File: src/rtl/core/tcn_pkg.sv
// Shared constants and a helper function of the tab column note event generator.
package tcn_pkg;

   // Parameter defaults
   localparam int MAX_LANES_DEF = 8;
   localparam int TICK_BITS_DEF = 16;

   // Number of lane character ports on the request channel
   localparam int LANE_PORTS = 8;

   // Widths fixed by the field definitions
   localparam int CHAR_W  = 8;
   localparam int PITCH_W = 9;
   localparam int BASE_W  = 7;
   localparam int LANE_W  = 3;
   localparam int OUT_TICK_W = 16;
   localparam int CSR_INDEX_W = 2;
   localparam int CSR_DATA_W  = 63;

   // Request opcodes
   localparam logic OP_COLUMN = 1'b0;
   localparam logic OP_FLUSH  = 1'b1;

   // Register indexes
   localparam logic [CSR_INDEX_W-1:0] CSR_LANE_COUNT = 2'd0;
   localparam logic [CSR_INDEX_W-1:0] CSR_DRUM_MODE  = 2'd1;
   localparam logic [CSR_INDEX_W-1:0] CSR_BASE_NOTES = 2'd2;

   // Register reset values: six-string standard tuning
   localparam logic [3:0]            LANE_COUNT_RST = 4'd6;
   localparam logic                  DRUM_MODE_RST  = 1'b0;
   localparam logic [CSR_DATA_W-1:0] BASE_NOTES_RST = 63'h0000_282D_3237_3B40;

   // Tablature characters
   localparam logic [CHAR_W-1:0] CHAR_REST      = 8'h2D; // '-'
   localparam logic [CHAR_W-1:0] CHAR_STOP      = 8'h78; // 'x'
   localparam logic [CHAR_W-1:0] CHAR_DRUM_STOP = 8'h7A; // 'z'
   localparam logic [CHAR_W-1:0] CHAR_BAR       = 8'h7C; // '|'
   localparam logic [CHAR_W-1:0] CHAR_STACCATO  = 8'h2E; // '.'
   localparam logic [CHAR_W-1:0] CHAR_DIGIT_0   = 8'h30; // '0'
   localparam logic [CHAR_W-1:0] CHAR_DIGIT_9   = 8'h39; // '9'
   localparam logic [CHAR_W-1:0] CHAR_UPPER_A   = 8'h41; // 'A'
   localparam logic [CHAR_W-1:0] CHAR_UPPER_Z   = 8'h5A; // 'Z'
   localparam logic [CHAR_W-1:0] LETTER_OFFSET  = 8'd10;

   // Fret value of a character, two's complement: digits, then letters, else minus one
   function automatic logic [PITCH_W-1:0] fret_value(input logic [CHAR_W-1:0] c);
      logic [PITCH_W-1:0] v;
      v = '1;
      if (c >= CHAR_DIGIT_0 && c <= CHAR_DIGIT_9) begin
         v = PITCH_W'(c - CHAR_DIGIT_0);
      end else if (c >= CHAR_UPPER_A && c <= CHAR_UPPER_Z) begin
         v = PITCH_W'(c - CHAR_UPPER_A + LETTER_OFFSET);
      end
      return v;
   endfunction

endpackage

File: src/rtl/core/tab_column_note_event_generator.sv
// Top level of the tab column note event generator.
//
// One request beat carries one tablature column (a character per lane plus the palm-mute
// character) or, with req_op high, an end-of-tab flush. The column is captured in an item
// register; short logic then works out every event of the column at once (for each lane in
// use a possible note-off followed by a possible note-on, lanes in ascending order), and an
// emit stage hands them to the response register one beat per cycle while rsp_ready allows,
// lowest lane first. A column has at most two events per lane, so at most sixteen with the
// default lane limit. A column with no events retires as soon as it is held, and the next
// request is taken in the cycle the previous column sends its final event, so back-to-back
// columns with events keep the response channel busy without gaps. The first event of a
// column passes through the item register and then the response register before it appears
// on rsp_. rsp_last marks the final event of a column. Lane and tick state is updated when a
// column retires; a flush sends a note-off for every lane in use and clears all lane state
// and the tick counters. There is no clearing pass after reset. Registers are written
// through the csr_ port, which is always ready; write them only while no column is in flight.
module tab_column_note_event_generator #(
   parameter int MAX_LANES = tcn_pkg::MAX_LANES_DEF,
   parameter int TICK_BITS = tcn_pkg::TICK_BITS_DEF
) (
   input  logic                                  clock,
   input  logic                                  reset,
   // configuration write channel
   input  logic                                  csr_valid,
   output logic                                  csr_ready,
   input  logic [tcn_pkg::CSR_INDEX_W-1:0]       csr_index,
   input  logic [tcn_pkg::CSR_DATA_W-1:0]        csr_data,
   // request channel
   input  logic                                  req_valid,
   output logic                                  req_ready,
   input  logic                                  req_op,
   input  logic [tcn_pkg::CHAR_W-1:0]            req_lane0_char,
   input  logic [tcn_pkg::CHAR_W-1:0]            req_lane1_char,
   input  logic [tcn_pkg::CHAR_W-1:0]            req_lane2_char,
   input  logic [tcn_pkg::CHAR_W-1:0]            req_lane3_char,
   input  logic [tcn_pkg::CHAR_W-1:0]            req_lane4_char,
   input  logic [tcn_pkg::CHAR_W-1:0]            req_lane5_char,
   input  logic [tcn_pkg::CHAR_W-1:0]            req_lane6_char,
   input  logic [tcn_pkg::CHAR_W-1:0]            req_lane7_char,
   input  logic [tcn_pkg::CHAR_W-1:0]            req_mute_char,
   // response channel
   output logic                                  rsp_valid,
   input  logic                                  rsp_ready,
   output logic [tcn_pkg::OUT_TICK_W-1:0]        rsp_tick,
   output logic [tcn_pkg::LANE_W-1:0]            rsp_lane,
   output logic                                  rsp_note_on,
   output logic signed [tcn_pkg::PITCH_W-1:0]    rsp_pitch,
   output logic                                  rsp_staccato,
   output logic                                  rsp_last
);

   // Two event slots per lane: even slot note-off, odd slot note-on
   localparam int SLOTS = 2 * MAX_LANES;

   // ---------------------------------------------------------------- configuration
   logic [3:0]                         lane_count_ff;
   logic                               drum_mode_ff;
   logic [tcn_pkg::CSR_DATA_W-1:0]     base_notes_ff;
   logic [3:0]                         lanes_used;

   assign csr_ready = 1'b1;

   // Zero lanes acts as one, anything above the lane limit as the limit
   always_comb begin
      if (lane_count_ff == 4'd0) begin
         lanes_used = 4'd1;
      end else if (lane_count_ff > 4'(MAX_LANES)) begin
         lanes_used = 4'(MAX_LANES);
      end else begin
         lanes_used = lane_count_ff;
      end
   end

   // ---------------------------------------------------------------- item register
   logic [tcn_pkg::CHAR_W-1:0] req_char [tcn_pkg::LANE_PORTS];

   assign req_char[0] = req_lane0_char;
   assign req_char[1] = req_lane1_char;
   assign req_char[2] = req_lane2_char;
   assign req_char[3] = req_lane3_char;
   assign req_char[4] = req_lane4_char;
   assign req_char[5] = req_lane5_char;
   assign req_char[6] = req_lane6_char;
   assign req_char[7] = req_lane7_char;

   logic                        item_valid_ff;
   logic                        item_op_ff;
   logic [tcn_pkg::CHAR_W-1:0]  item_char_ff [MAX_LANES];
   logic [tcn_pkg::CHAR_W-1:0]  item_mute_ff;
   logic [SLOTS-1:0]            done_ff;      // slots of the held item already sent

   // ---------------------------------------------------------------- lane and tick state
   logic [tcn_pkg::PITCH_W-1:0] last_pitch_ff [MAX_LANES];
   logic [MAX_LANES-1:0]        last_stac_ff;
   logic [MAX_LANES-1:0]        playing_ff;
   logic [TICK_BITS-1:0]        column_count_ff;
   logic [TICK_BITS-1:0]        bar_count_ff;

   // ---------------------------------------------------------------- event slots
   logic [SLOTS-1:0]            slot_valid;
   logic [tcn_pkg::PITCH_W-1:0] slot_pitch [SLOTS];
   logic [SLOTS-1:0]            slot_stac;
   logic [MAX_LANES-1:0]        lane_new;
   logic [tcn_pkg::PITCH_W-1:0] new_pitch [MAX_LANES];
   logic                        col_stac;
   logic                        bar_hit;

   always_comb begin
      logic [tcn_pkg::CHAR_W-1:0]  c;
      logic [tcn_pkg::CHAR_W-1:0]  stop_char;
      logic [tcn_pkg::PITCH_W-1:0] base;
      logic                        in_use;
      logic                        is_rest;
      logic                        is_stop;
      logic                        is_bar;
      stop_char  = drum_mode_ff ? tcn_pkg::CHAR_DRUM_STOP : tcn_pkg::CHAR_STOP;
      col_stac   = drum_mode_ff | (item_mute_ff == tcn_pkg::CHAR_STACCATO);
      bar_hit    = 1'b0;
      slot_valid = '0;
      slot_stac  = '0;
      lane_new   = '0;
      for (int i = 0; i < MAX_LANES; i++) begin
         c       = item_char_ff[i];
         base    = {2'b00, base_notes_ff[8*i +: tcn_pkg::BASE_W]};
         in_use  = (4'(i) < lanes_used);
         is_rest = (c == tcn_pkg::CHAR_REST);
         is_stop = (c == stop_char);
         is_bar  = (c == tcn_pkg::CHAR_BAR);

         new_pitch[i] = drum_mode_ff ? base : base + tcn_pkg::fret_value(c);

         slot_pitch[2*i]   = last_pitch_ff[i];
         slot_stac[2*i]    = last_stac_ff[i];
         slot_pitch[2*i+1] = new_pitch[i];
         slot_stac[2*i+1]  = col_stac;

         if (item_op_ff == tcn_pkg::OP_FLUSH) begin
            slot_valid[2*i] = in_use;
         end else begin
            lane_new[i]       = in_use & ~is_rest & ~is_stop & ~is_bar;
            slot_valid[2*i]   = in_use & (is_stop | (lane_new[i] & playing_ff[i]));
            slot_valid[2*i+1] = lane_new[i];
            bar_hit           = bar_hit | (in_use & is_bar);
         end
      end
   end

   // ---------------------------------------------------------------- emit stage
   logic [SLOTS-1:0]            pending;
   logic [SLOTS-1:0]            pick;        // one-hot lowest pending slot
   logic                        pick_only;
   logic                        out_free;
   logic                        emit;
   logic                        retire;
   logic                        accept;
   logic [TICK_BITS-1:0]        tick_sel;
   logic [tcn_pkg::LANE_W-1:0]  sel_lane;
   logic                        sel_on;
   logic [tcn_pkg::PITCH_W-1:0] sel_pitch;
   logic                        sel_stac;

   assign pending   = item_valid_ff ? (slot_valid & ~done_ff) : '0;
   assign pick      = pending & (~pending + SLOTS'(1));
   assign pick_only = ((pending & ~pick) == '0);
   assign out_free  = ~rsp_valid | rsp_ready;
   assign emit      = (pending != '0) & out_free;
   // Retire once the final event moves out, or at once when the column has none
   assign retire    = item_valid_ff & ((pending == '0) | (emit & pick_only));
   assign req_ready = ~item_valid_ff | retire;
   assign accept    = req_valid & req_ready;

   assign tick_sel = (item_op_ff == tcn_pkg::OP_FLUSH) ? column_count_ff
                                                       : column_count_ff - bar_count_ff;

   // AND-OR select of the picked slot
   always_comb begin
      sel_lane  = '0;
      sel_on    = 1'b0;
      sel_pitch = '0;
      sel_stac  = 1'b0;
      for (int j = 0; j < SLOTS; j++) begin
         sel_lane  = sel_lane  | ({tcn_pkg::LANE_W{pick[j]}} & tcn_pkg::LANE_W'(j >> 1));
         sel_on    = sel_on    | (pick[j] & 1'(j));
         sel_pitch = sel_pitch | ({tcn_pkg::PITCH_W{pick[j]}} & slot_pitch[j]);
         sel_stac  = sel_stac  | (pick[j] & slot_stac[j]);
      end
   end

   // ---------------------------------------------------------------- control and state
   always_ff @(posedge clock) begin
      if (reset) begin
         lane_count_ff   <= tcn_pkg::LANE_COUNT_RST;
         drum_mode_ff    <= tcn_pkg::DRUM_MODE_RST;
         base_notes_ff   <= tcn_pkg::BASE_NOTES_RST;
         item_valid_ff   <= 1'b0;
         done_ff         <= '0;
         rsp_valid       <= 1'b0;
         last_stac_ff    <= '0;
         playing_ff      <= '0;
         column_count_ff <= '0;
         bar_count_ff    <= '0;
         for (int i = 0; i < MAX_LANES; i++) begin
            last_pitch_ff[i] <= '0;
         end
      end else begin
         if (csr_valid) begin
            case (csr_index)
               tcn_pkg::CSR_LANE_COUNT: lane_count_ff <= csr_data[3:0];
               tcn_pkg::CSR_DRUM_MODE:  drum_mode_ff  <= csr_data[0];
               tcn_pkg::CSR_BASE_NOTES: base_notes_ff <= csr_data;
               default: ;
            endcase
         end

         // hold the item until its final event has gone out
         if (accept) begin
            item_valid_ff <= 1'b1;
         end else if (retire) begin
            item_valid_ff <= 1'b0;
         end

         if (accept) begin
            done_ff <= '0;
         end else if (emit) begin
            done_ff <= done_ff | pick;
         end

         if (emit) begin
            rsp_valid <= 1'b1;
         end else if (rsp_ready) begin
            rsp_valid <= 1'b0;
         end

         // advance lane and tick state as the column leaves
         if (retire) begin
            if (item_op_ff == tcn_pkg::OP_FLUSH) begin
               last_stac_ff    <= '0;
               playing_ff      <= '0;
               column_count_ff <= '0;
               bar_count_ff    <= '0;
               for (int i = 0; i < MAX_LANES; i++) begin
                  last_pitch_ff[i] <= '0;
               end
            end else begin
               for (int i = 0; i < MAX_LANES; i++) begin
                  if (lane_new[i]) begin
                     last_pitch_ff[i] <= new_pitch[i];
                     last_stac_ff[i]  <= col_stac;
                     playing_ff[i]    <= 1'b1;
                  end
               end
               bar_count_ff    <= bar_count_ff + TICK_BITS'(bar_hit);
               column_count_ff <= column_count_ff + TICK_BITS'(1);
            end
         end
      end
   end

   // ---------------------------------------------------------------- payload registers
   always_ff @(posedge clock) begin
      if (accept) begin
         item_op_ff   <= req_op;
         item_mute_ff <= req_mute_char;
         for (int i = 0; i < MAX_LANES; i++) begin
            item_char_ff[i] <= req_char[i];
         end
      end
      if (emit) begin
         rsp_tick     <= tcn_pkg::OUT_TICK_W'(tick_sel);
         rsp_lane     <= sel_lane;
         rsp_note_on  <= sel_on;
         rsp_pitch    <= sel_pitch;
         rsp_staccato <= sel_stac;
         rsp_last     <= pick_only;
      end
   end

endmodule

File: config.mk
export PLATFORM = sky130hd
export DESIGN_NAME = tab_column_note_event_generator
export DESIGN_NICKNAME = d
export VERILOG_FILES = /design/src/rtl/core/tcn_pkg.sv /design/src/rtl/core/tab_column_note_event_generator.sv
export SDC_FILE = /design/constraint.sdc
export NUM_CORES = 1
export LEC_CHECK = 0
export BUFFER_PORTS_ARGS = -buffer_cell sky130_fd_sc_hd__buf_4
export CORE_ASPECT_RATIO = 0.75
export CORE_MARGIN = 1
export CORE_UTILIZATION = 55
export CTS_BUF_LIST = sky130_fd_sc_hd__clkbuf_8
export CTS_CLUSTER_SIZE = 10
export DETAILED_ROUTE_END_ITERATION = 16
export PLACE_DENSITY_LB_ADDON = 0.25
export SYNTH_ARGS = -nofsm -noshare
export SYNTH_HDL_FRONTEND = slang
export SYNTH_SLANG_ARGS = --single-unit
File: constraint.sdc
create_clock -name clock -period 4.7 [get_ports clock]
set_input_delay 0.47 -clock clock [delete_from_list [all_inputs] [get_ports clock]]
set_output_delay 0.47 -clock clock [all_outputs]
set_load 0.01 [all_outputs]
Word level (Yosys, flattened, before mapping)

Memories as Yosys holds them, arrays and structs flattened.
Index checks and enable logic that the tools add are counted.

Add/sub/neg operators: 36
Reductions and logical operators: 43
Mux-type cells: 141
Bitwise operators: 202
Equal/unequal tests: 27
$lt $le $gt $ge: 41

Operators by type and width:

| kind                                                | count |
|---|---|
| two-way mux 9 bit                                   | 40 |
| AND 9 bit                                           | 16 |
| bitwise OR 9 bit                                    | 15 |
| two-way mux 1 bit                                   | 92 |
| adder 7 x 9 -> 9 bit                                | 8 |
| adder 9 x 4 -> 9 bit, second input constant         | 8 |
| == test 8 x 6 -> 1 bit, second input constant       | 9 |
| subtractor 8 x 6 -> 9 bit, second input constant    | 8 |
| subtractor 8 x 7 -> 9 bit, second input constant    | 8 |
| AND 1 bit                                           | 68 |
| == test 8 x 7 -> 1 bit                              | 8 |
| == test 8 x 7 -> 1 bit, second input constant       | 8 |
| >= comparator 8 x 6 -> 1 bit, second input constant | 8 |
| >= comparator 8 x 7 -> 1 bit, second input constant | 8 |
| <= comparator 8 x 6 -> 1 bit, second input constant | 8 |
| <= comparator 8 x 7 -> 1 bit, second input constant | 8 |
| two-way mux 16 bit                                  | 4 |
| bitwise OR 1 bit                                    | 58 |
| AND 16 bit                                          | 3 |
| inverter 16 bit                                     | 3 |
| adder 16 x 1 -> 16 bit, second input constant       | 2 |
| logical NOT 16 bit                                  | 2 |
| inverter 1 bit                                      | 26 |
| AND reduction 2 bit                                 | 11 |
| 22 further kinds                                    | 61 |

Output and inout port bits: 34
Bits in writable memories: 136
Flip-flop bits (word level): 174
Memories kept: 2
Bits of input ports: 143
Word-level logic and storage cells: 524

Memory list:

| name          | words | bits a word | read ports | clocked after Yosys merged registers in | wr ports | line                                  | text |
|---|---|---|---|---|---|---|---|
| last_pitch_ff | 8     | 9           | 8          | 0                                       | 8        | tab_column_note_event_generator.sv:93 | `logic [tcn_pkg::PITCH_W-1:0] last_pitch_ff [MAX_LANES];` |
| item_char_ff  | 8     | 8           | 8          | 0                                       | 8        | tab_column_note_event_generator.sv:88 | `logic [tcn_pkg::CHAR_W-1:0] item_char_ff [MAX_LANES];` |

Depth between registers and ports, before layout

Gate-level depths: netlist of run 1.

Depth in word-level cells: 32
Gate-level depth with buffers: 21

Worst setup path before layout of run 1

Ideal clock, no wire load.

Path type: flip-flop to flip-flop
Start: mem item_char_ff[0][12] (netlist bit)
End: mem item_char_ff[0][0] (netlist bit) (enable)
Data arrival time: 4.716 ns
Required time: 4.261 ns
Setup slack: -0.455 ns
Cell stages (with the launch flop): 11
Buffers on the path: 0
Cells stage by stage: edfxtp_1 ha_1 nand4b_4 o21a_1 a211o_1 a21o_4 nor4b_4 o211ai_1 a21o_1 o31ai_1 and2_1

RTL lines:

| item               | line |
|---|---|
| start: declaration | tab_column_note_event_generator.sv:88 |

==> results of run 1 <==
-- synthesized netlist by cell type, types with 11 or more instances --
master	count	area [sq um]
nand2b_1	12	75.1
nand2_1	307	1150
xor2_1	15	131
inv_1	123	462
nor2_1	210	788
o22a_1	15	131
a31oi_1	26	163
nand4_1	30	188
o21a_1	12	90.1
a21o_1	17	128
edfxtp_1	167	5010
nor3_1	39	195
nand3_1	82	410
a21oi_1	159	796
or3_1	11	68.8
and2_1	18	113
and3_1	29	181
or2_2	12	75.1
o211ai_1	28	210
xnor2_1	55	482
dfxtp_1	136	2720
nor2b_1	24	150
mux2i_1	24	240
a221oi_1	11	96.3
buf_1	11	41.3
clkbuf_1	80	300
o21bai_1	14	105
a211oi_1	12	90.1
o21ai_0	160	801
ha_1	149	1860
-- power by group --
group | switching, mW | total [mW] | internal (mW)
combinational | 1.96 | 3.19 | 1.23
clock | 1.13 | 2.23 | 1.11
sequential | 0.319 | 3.62 | 3.30
total | 3.40 | 9.04 | 5.64
-- critical path, delay by kind of cell (launching register included) --
family          cells  cell delay, ns
flops               1            0.50
simple gates        5            1.61
fa+ha+maj           1            0.28
compound gates      3            0.80
buf+inv             2            0.33
-- layout make-up --
| cell class | instances | area (sq um) | area share |
|---|---|---|---|
| Multi-Input combinational cell | 1679 | 10700 | 0.480 |
| Sequential cell | 303 | 7740 | 0.346 |
| Timing Repair Buffer | 246 | 1910 | 0.0856 |
| Clock buffer | 57 | 785 | 0.0351 |
| Tap cell | 450 | 563 | 0.0252 |
| Inverter | 124 | 465 | 0.0208 |
| Clock inverter | 36 | 150 | 0.00672 |
-- per-stage QoR --
step                 util  hold WS (ns)
global route        0.656       0.00682
detailed placement  0.625         0.445
CTS                 0.653       0.00109
global placement    0.625         0.435
floorplan               -         0.426
finish              0.656        0.0264
-- worst max path at each step --
stage,start,end,slack [ns],cells past startpoint
2_1_floorplan,item_char_ff[0][12]$_DFFE_PP_,item_char_ff[0][0]$_DFFE_PP_,0.32,10
3_3_place_gp,item_char_ff[0][0]$_DFFE_PP_,rsp_pitch[6]$_DFFE_PP_,0.22,18
3_5_place_dp,item_char_ff[0][0]$_DFFE_PP_,rsp_pitch[6]$_DFFE_PP_,0.11,18
4_1_cts,item_char_ff[0][0]$_DFFE_PP_,rsp_pitch[6]$_DFFE_PP_,0.10,18
5_1_grt,item_char_ff[1][13]$_DFFE_PP_,rsp_pitch[5]$_DFFE_PP_,-0.03,19
6_report,item_char_ff[1][12]$_DFFE_PP_,req_ready,0.09,11
-- flip-flops by register name (all words and copies together), names as in the netlist, 4 cells and up --
name / cells
bar_count_ff: 16
base_notes_ff: 56
column_count_ff: 16
done_ff: 16
item_char_ff: 64
item_mute_ff: 8
lane_count_ff: 4
last_pitch_ff: 72
last_stac_ff: 8
playing_ff: 8
rsp_pitch: 9
rsp_tick: 16
-- cells by family after synthesis --
| logic type | count (synthesis) | synth area share |
|---|---|---|
| and+or+nand+nor | 835 | 0.204 |
| muxes | 33 | 0.0177 |
| buffers and inverters | 228 | 0.0463 |
| other | 1 | 0.000194 |
| DFF | 303 | 0.401 |
| adders and majority gates | 158 | 0.106 |
| xor gates and xnor gates | 70 | 0.0318 |
| AOI/OAI and AO/OA | 581 | 0.193 |
-- what timing repair did --
item / 4_1_cts / 5_1_grt
endpoints found under the hold margin: 1 / 0
gates resized for setup: 0 / 16
endpoints found under the setup margin: 0 / 6
setup buffers: 0 / 8
hold buffers: 1 / 0
-- metal layers --
| layer | up-vias | track usage |
|---|---|---|
| met3 | 125 | 0.0531 |
| met4 | 0 | 0.116 |
| met2 | 878 | 0.514 |
| met1 | 8369 | 0.423 |
| li1 | 8368 | - |
| met5 | - | 0 |
==> impl_results.md, run 1 <==
* Status: completed
* Die height at 164 microns
* Post-synthesis cell type count at 84
* CORE AREA at 0.0340 sq mm
* Routability cong. at 0.969
* Initial Util at 0.567
* Fin crit share at 0.981
* Initial antenna violation count at 1
* Commonest non-fill, non-tap cells in the layout: nand2_1, buf_4, nor2_1, edfxtp_1
* Net count after synthesis at 2,510
* WP data required at 4.23 ns
* Share of cells above drive strength 1 at 0.151
* Commonest non-fill, non-tap cell in the layout: nand2_1
* Non-Filler Instances at 2,895
* Reg2reg start: item_char_ff[1][13]$_DFFE_PP_
* Met3 wire len at 5.33 mm
* Crit-path cells: ha_1, and4b_1, a31o_2, o21ai_0, or4b_2, and2_1, and4_1, nand2_1, o31ai_1, buf_4, buf_4
* Dpl ws at 0.113 ns
* CTS tree: done
* FF-to-FF setup slack at 0.15 ns
* Relative slew slack at 0.194
* Dpl hpwl at 41.4 mm
* Asr flop ratio synth at 0
* Flops & latches, synth at 303
* Skew-Pair Late Insertion Delay at 0.62 ns
* Die X at 218 microns
* Slowest-stage cell, CP: or4b_2
* Ant. Diodes at 0
* CP most frequent cell: buf_4
* Worst setup EP type: output pin
* Number of max-cap violations at 0
* Placed cell area at 0.0213 sq mm
* Wire length on met1 at 23.9 mm
* Seq/Total Area, Yosys at 0.401
* Iter 0 DRT Violations at 2,108
* Final instance area at 0.0223 sq mm
* H-tree Lvls at 2
* F_max at 217 MHz
* Crit path arrival time at 4.14 ns
* Synth Area per Inst at 8.73 sq um
* Worst vdd ir at 264 uV
* Total Power at 9.04 mW
* Ports at 177
* Pre-antenna DRT Iters at 6
* Routed length per instance at 19.8 microns
* Setup Viol. Count Final at 0
* Layout area overhead at 15.9%
* Type of the worst min-delay path: input pin to flip-flop
* Nets at 2,705
* Hold path cells at 1
* Top FF cell, synth: edfxtp_1
* Total grt overflow at 0
* CTS Buffer Depth at 3
* Clk sinks at 303
* Power Density at 405 mW/mm^2
* Met2 wire len at 26.3 mm
* Post-Syn Instances at 2,209
* Min-delay src: req_lane5_char[4]
* Final WS setup at 0.0870 ns
* WS Path Type: flip-flop to output pin
* Number of global-route vias before repair at 16,945
* Root buf cell: clkbuf_8
* Setup TNS Final at 0 ns
* Die area at 0.0358 sq mm
* Avg Vias per Cell at 6.13
* Clk slew on worst S/H paths at 0.06 ns
* Residual DRC count at 0
* # rows at 58
* Fill count at 2,843
* Max FO, Critical Path at 7
* Global-route wire length before repair at 89.6 mm
* Leak at 9.12 nW
* Syn. warnings at 0
* Min cycle time layout at 4.61 ns
* Post-synth EDFFs at 167
* Total CTS buffers at 50
* Mapped Area at 0.0193 sq mm
* Crit start category: flip-flop
* Worst Clk Skew at 0.0394 ns
* Antenna viol nets, final at 0
* Tightest Pin Transition at 1.21 ns
* GRT Total Usage at 0.316
* Largest net degree at the start of global routing at 69
* Max-slew violations at 0
* R2r worst-path depth at 20
* Top sig layer: met4
* Via count at 17,740
* Critical Path Max Stage Delay at 0.69 ns
* R2R Path End: rsp_pitch[6]$_DFFE_PP_
* Dpl cells at 2,792
* Final Hold Fails at 0
* Total Routed Length at 57.2 mm
* WHS Endpoint: item_char_ff[1][12]$_DFFE_PP_
* PortBufs at 168
Note: power is estimated with default switching activity, not from simulation.
==> inputs of run 2 (changes only) <==
- CORE_UTILIZATION: 55 -> 50
==> run 2 against run 1 <==
Against the previous run: clock skew fell by 0.018 ns; largest cell class unchanged; non-clock buffer count rose by 2; die area rose by 9.9%; combinational power barely moved; sequential power barely moved; final area rose by 0.67%; sequential share of layout area fell by 0.23 points; count of clock-buffer cells in the layout rose by 4; power rose by 0.98%.
==> impl_results.md, run 2 (synthesis results as in run 1) <==
* Status: completed
* Antenna viol nets, final at 0 (unchanged)
* Fin crit share at 0.953 (-0.0282)
* GRT Total Usage at 0.289 (-0.0275)
* Iter 0 DRT Violations at 1,712 (-19%)
* Reg2reg start: item_char_ff[0][0]$_DFFE_PP_
* Setup crit start: item_char_ff[0][0]$_DFFE_PP_
* Layout area overhead at 16.7%
* Flip-flop count of the largest register after layout at 72 (unchanged)
* Crit path arrival time at 4.81 ns (+0.67 ns)
* Worst path buffer plus inverter count at 1 (-1)
* Tightest Pin Transition at 1.19 ns (-0.0139 ns)
* Most flops, register: last_pitch_ff
* Routed length per instance at 19.5 microns (-1.2%)
* WP data required at 5.03 ns (+0.80 ns)
* Die area at 0.0394 sq mm (+9.9%)
* Routability cong. at 0.949 (-2.1%)
* H-tree Lvls at 2 (unchanged)
* Clk slew on worst S/H paths at 0.06 ns (about the same)
* Number of max-cap violations at 0 (unchanged)
* # rows at 61 (+5.2%)
* Die height at 172 microns (+4.8%)
* CP delay by family, top: compound AO/OA/AOI/OAI gates
* Total Power at 9.13 mW (+0.98%)
* Commonest non-fill, non-tap cells in the layout: nand2_1, buf_4, nor2_1, edfxtp_1
* Worst setup EP type: flip-flop
* Global-route wire length before repair at 89.7 mm (about the same)
* Crit-path cells: ha_1, o41ai_2, nand2_1, and3_1, a21oi_1, ha_1, inv_1, fa_1, nor2b_1, o21ai_0, a21oi_1, o21a_1, nor2_1, xnor2_1, mux2_2, a21o_1, a2111oi_2, o2111ai_1
* Min cycle time layout at 4.48 ns (-0.133 ns)
* Power Density at 406 mW/mm^2 (+0.31%)
* Initial antenna violation count at 0 (-1)
* Die X at 229 microns (+4.8%)
* Worst Clk Skew at 0.0210 ns (-0.0184 ns)
* Setup Viol. Count Final at 0 (unchanged)
* CORE AREA at 0.0376 sq mm (+10%)
* Largest regs: last_pitch_ff (72), item_char_ff (64), base_notes_ff (56)
* R2R Path End: rsp_pitch[6]$_DFFE_PP_
* Relative slew slack at 0.203 (+0.00932)
* Max-slew violations at 0 (unchanged)
* Nets at 2,708 (+0.11%)
* Ant. Diodes at 0 (unchanged)
* Crit start category: flip-flop
* Residual DRC count at 0 (unchanged)
* Ports at 177 (unchanged)
* Leak at 9.15 nW (+0.42%)
* Number of global-route vias before repair at 16,606 (-2.0%)
* Min-delay src: req_lane3_char[3]
* Slowest-stage cell, CP: edfxtp_1
* Via count at 17,539 (-1.1%)
* PortBufs at 168 (unchanged)
* WS Path Type: flip-flop to flip-flop
* Critical Path Max Stage Delay at 0.49 ns (-0.20 ns)
* Pre-antenna DRT Iters at 6 (unchanged)
* Largest net degree at the start of global routing at 74 (+7.2%)
* CTS tree: done
* F_max at 223 MHz (+3.0%)
* Type of the worst min-delay path: input pin to flip-flop
* Share of cells above drive strength 1 at 0.152 (+0.00139)
* Final core occ at 0.599 (-0.0575)
* Initial Util at 0.513 (-0.0530)
* Final Hold Fails at 0 (unchanged)
* Max FO, Critical Path at 7 (unchanged)
* Crit path to: rsp_pitch[6]$_DFFE_PP_
* Dpl hpwl at 42.6 mm (+2.9%)
* FF-to-FF setup slack at 0.22 ns (+0.07 ns)
* Skew-Pair Late Insertion Delay at 0.61 ns (about the same)
* Total grt overflow at 0 (unchanged)
* R2r worst-path depth at 18 (-10%)
* Avg Vias per Cell at 5.94 (-3.1%)
* CTS Buffer Depth at 3 (unchanged)
* Total CTS buffers at 51 (+2.0%)
* Total Routed Length at 57.6 mm (+0.78%)
* CP Depth at 18 (+7)
* Commonest non-fill, non-tap cell in the layout: nand2_1
* Worst vdd ir at 240 uV (-9.0%)
* Clk sinks at 303 (unchanged)
* Root buf cell: clkbuf_8
[run 2: timing repair]
action / CTS / global route
setup buffers: 0 / 5
setup endpoints to repair: 0 / 6
hold endpoints to repair: 2 / 0
hold buffers: 2 / 0
gates resized for setup: 0 / 23
[run 2: how the worst min path moves through the flow]
stage,to,slack (ns),cells past startpoint
final,item_char_ff[0][27]$_DFFE_PP_,0.03,1
after global routing,item_char_ff[0][27]$_DFFE_PP_,0.005,1
after CTS,item_char_ff[0][19]$_DFFE_PP_,0.001,1
after detailed placement,done_ff[15]$_SDFFE_PP0P_,0.44,2
after global placement,done_ff[15]$_SDFFE_PP0P_,0.44,2
after floorplan,done_ff[15]$_SDFFE_PP0P_,0.43,2
[run 2: cell type report]
class	count	area [sq um]
clock buffers	61	840
clock inverters	34	164
fillers	3381	15100
inverters	124	465
multi-input cells	1679	10800
flip-flops and latches	303	7740
well taps	504	631
repair buffers	248	1900
[run 2: power by group]
part / total [mW] / internal, mW / switching (mW)
Sequential: 3.61 / 3.30 / 0.307
Clock: 2.34 / 1.23 / 1.12
Combinational: 3.18 / 1.23 / 1.95
[run 2: routing by layer]
| metal | track usage | up-vias | wire [microns] |
|---|---|---|---|
| met1 | 0.385 | 8363 | 24800 |
| met5 | 0 | - | 0 |
| met4 | 0.0913 | 0 | 1660 |
| li1 | - | 8390 | - |
| met3 | 0.0467 | 119 | 4610 |
| met2 | 0.482 | 667 | 26600 |
[run 2: metrics by stage]
step           area (sq um)  setup TNS (ns)  std cells  hold slack [ns]  setup WS (ns)
2_1_floorplan         19300               0       2209            0.426          0.317
3_3_place_gp          21400               0       2850            0.437          0.177
4_1_cts               22400               0       2947          0.00147         0.0609
3_5_place_dp          21400               0       2850            0.441         0.0917
6_report              22500               0       2953           0.0312          0.220
5_1_grt               22500        -0.00378       2953          0.00461       -0.00378
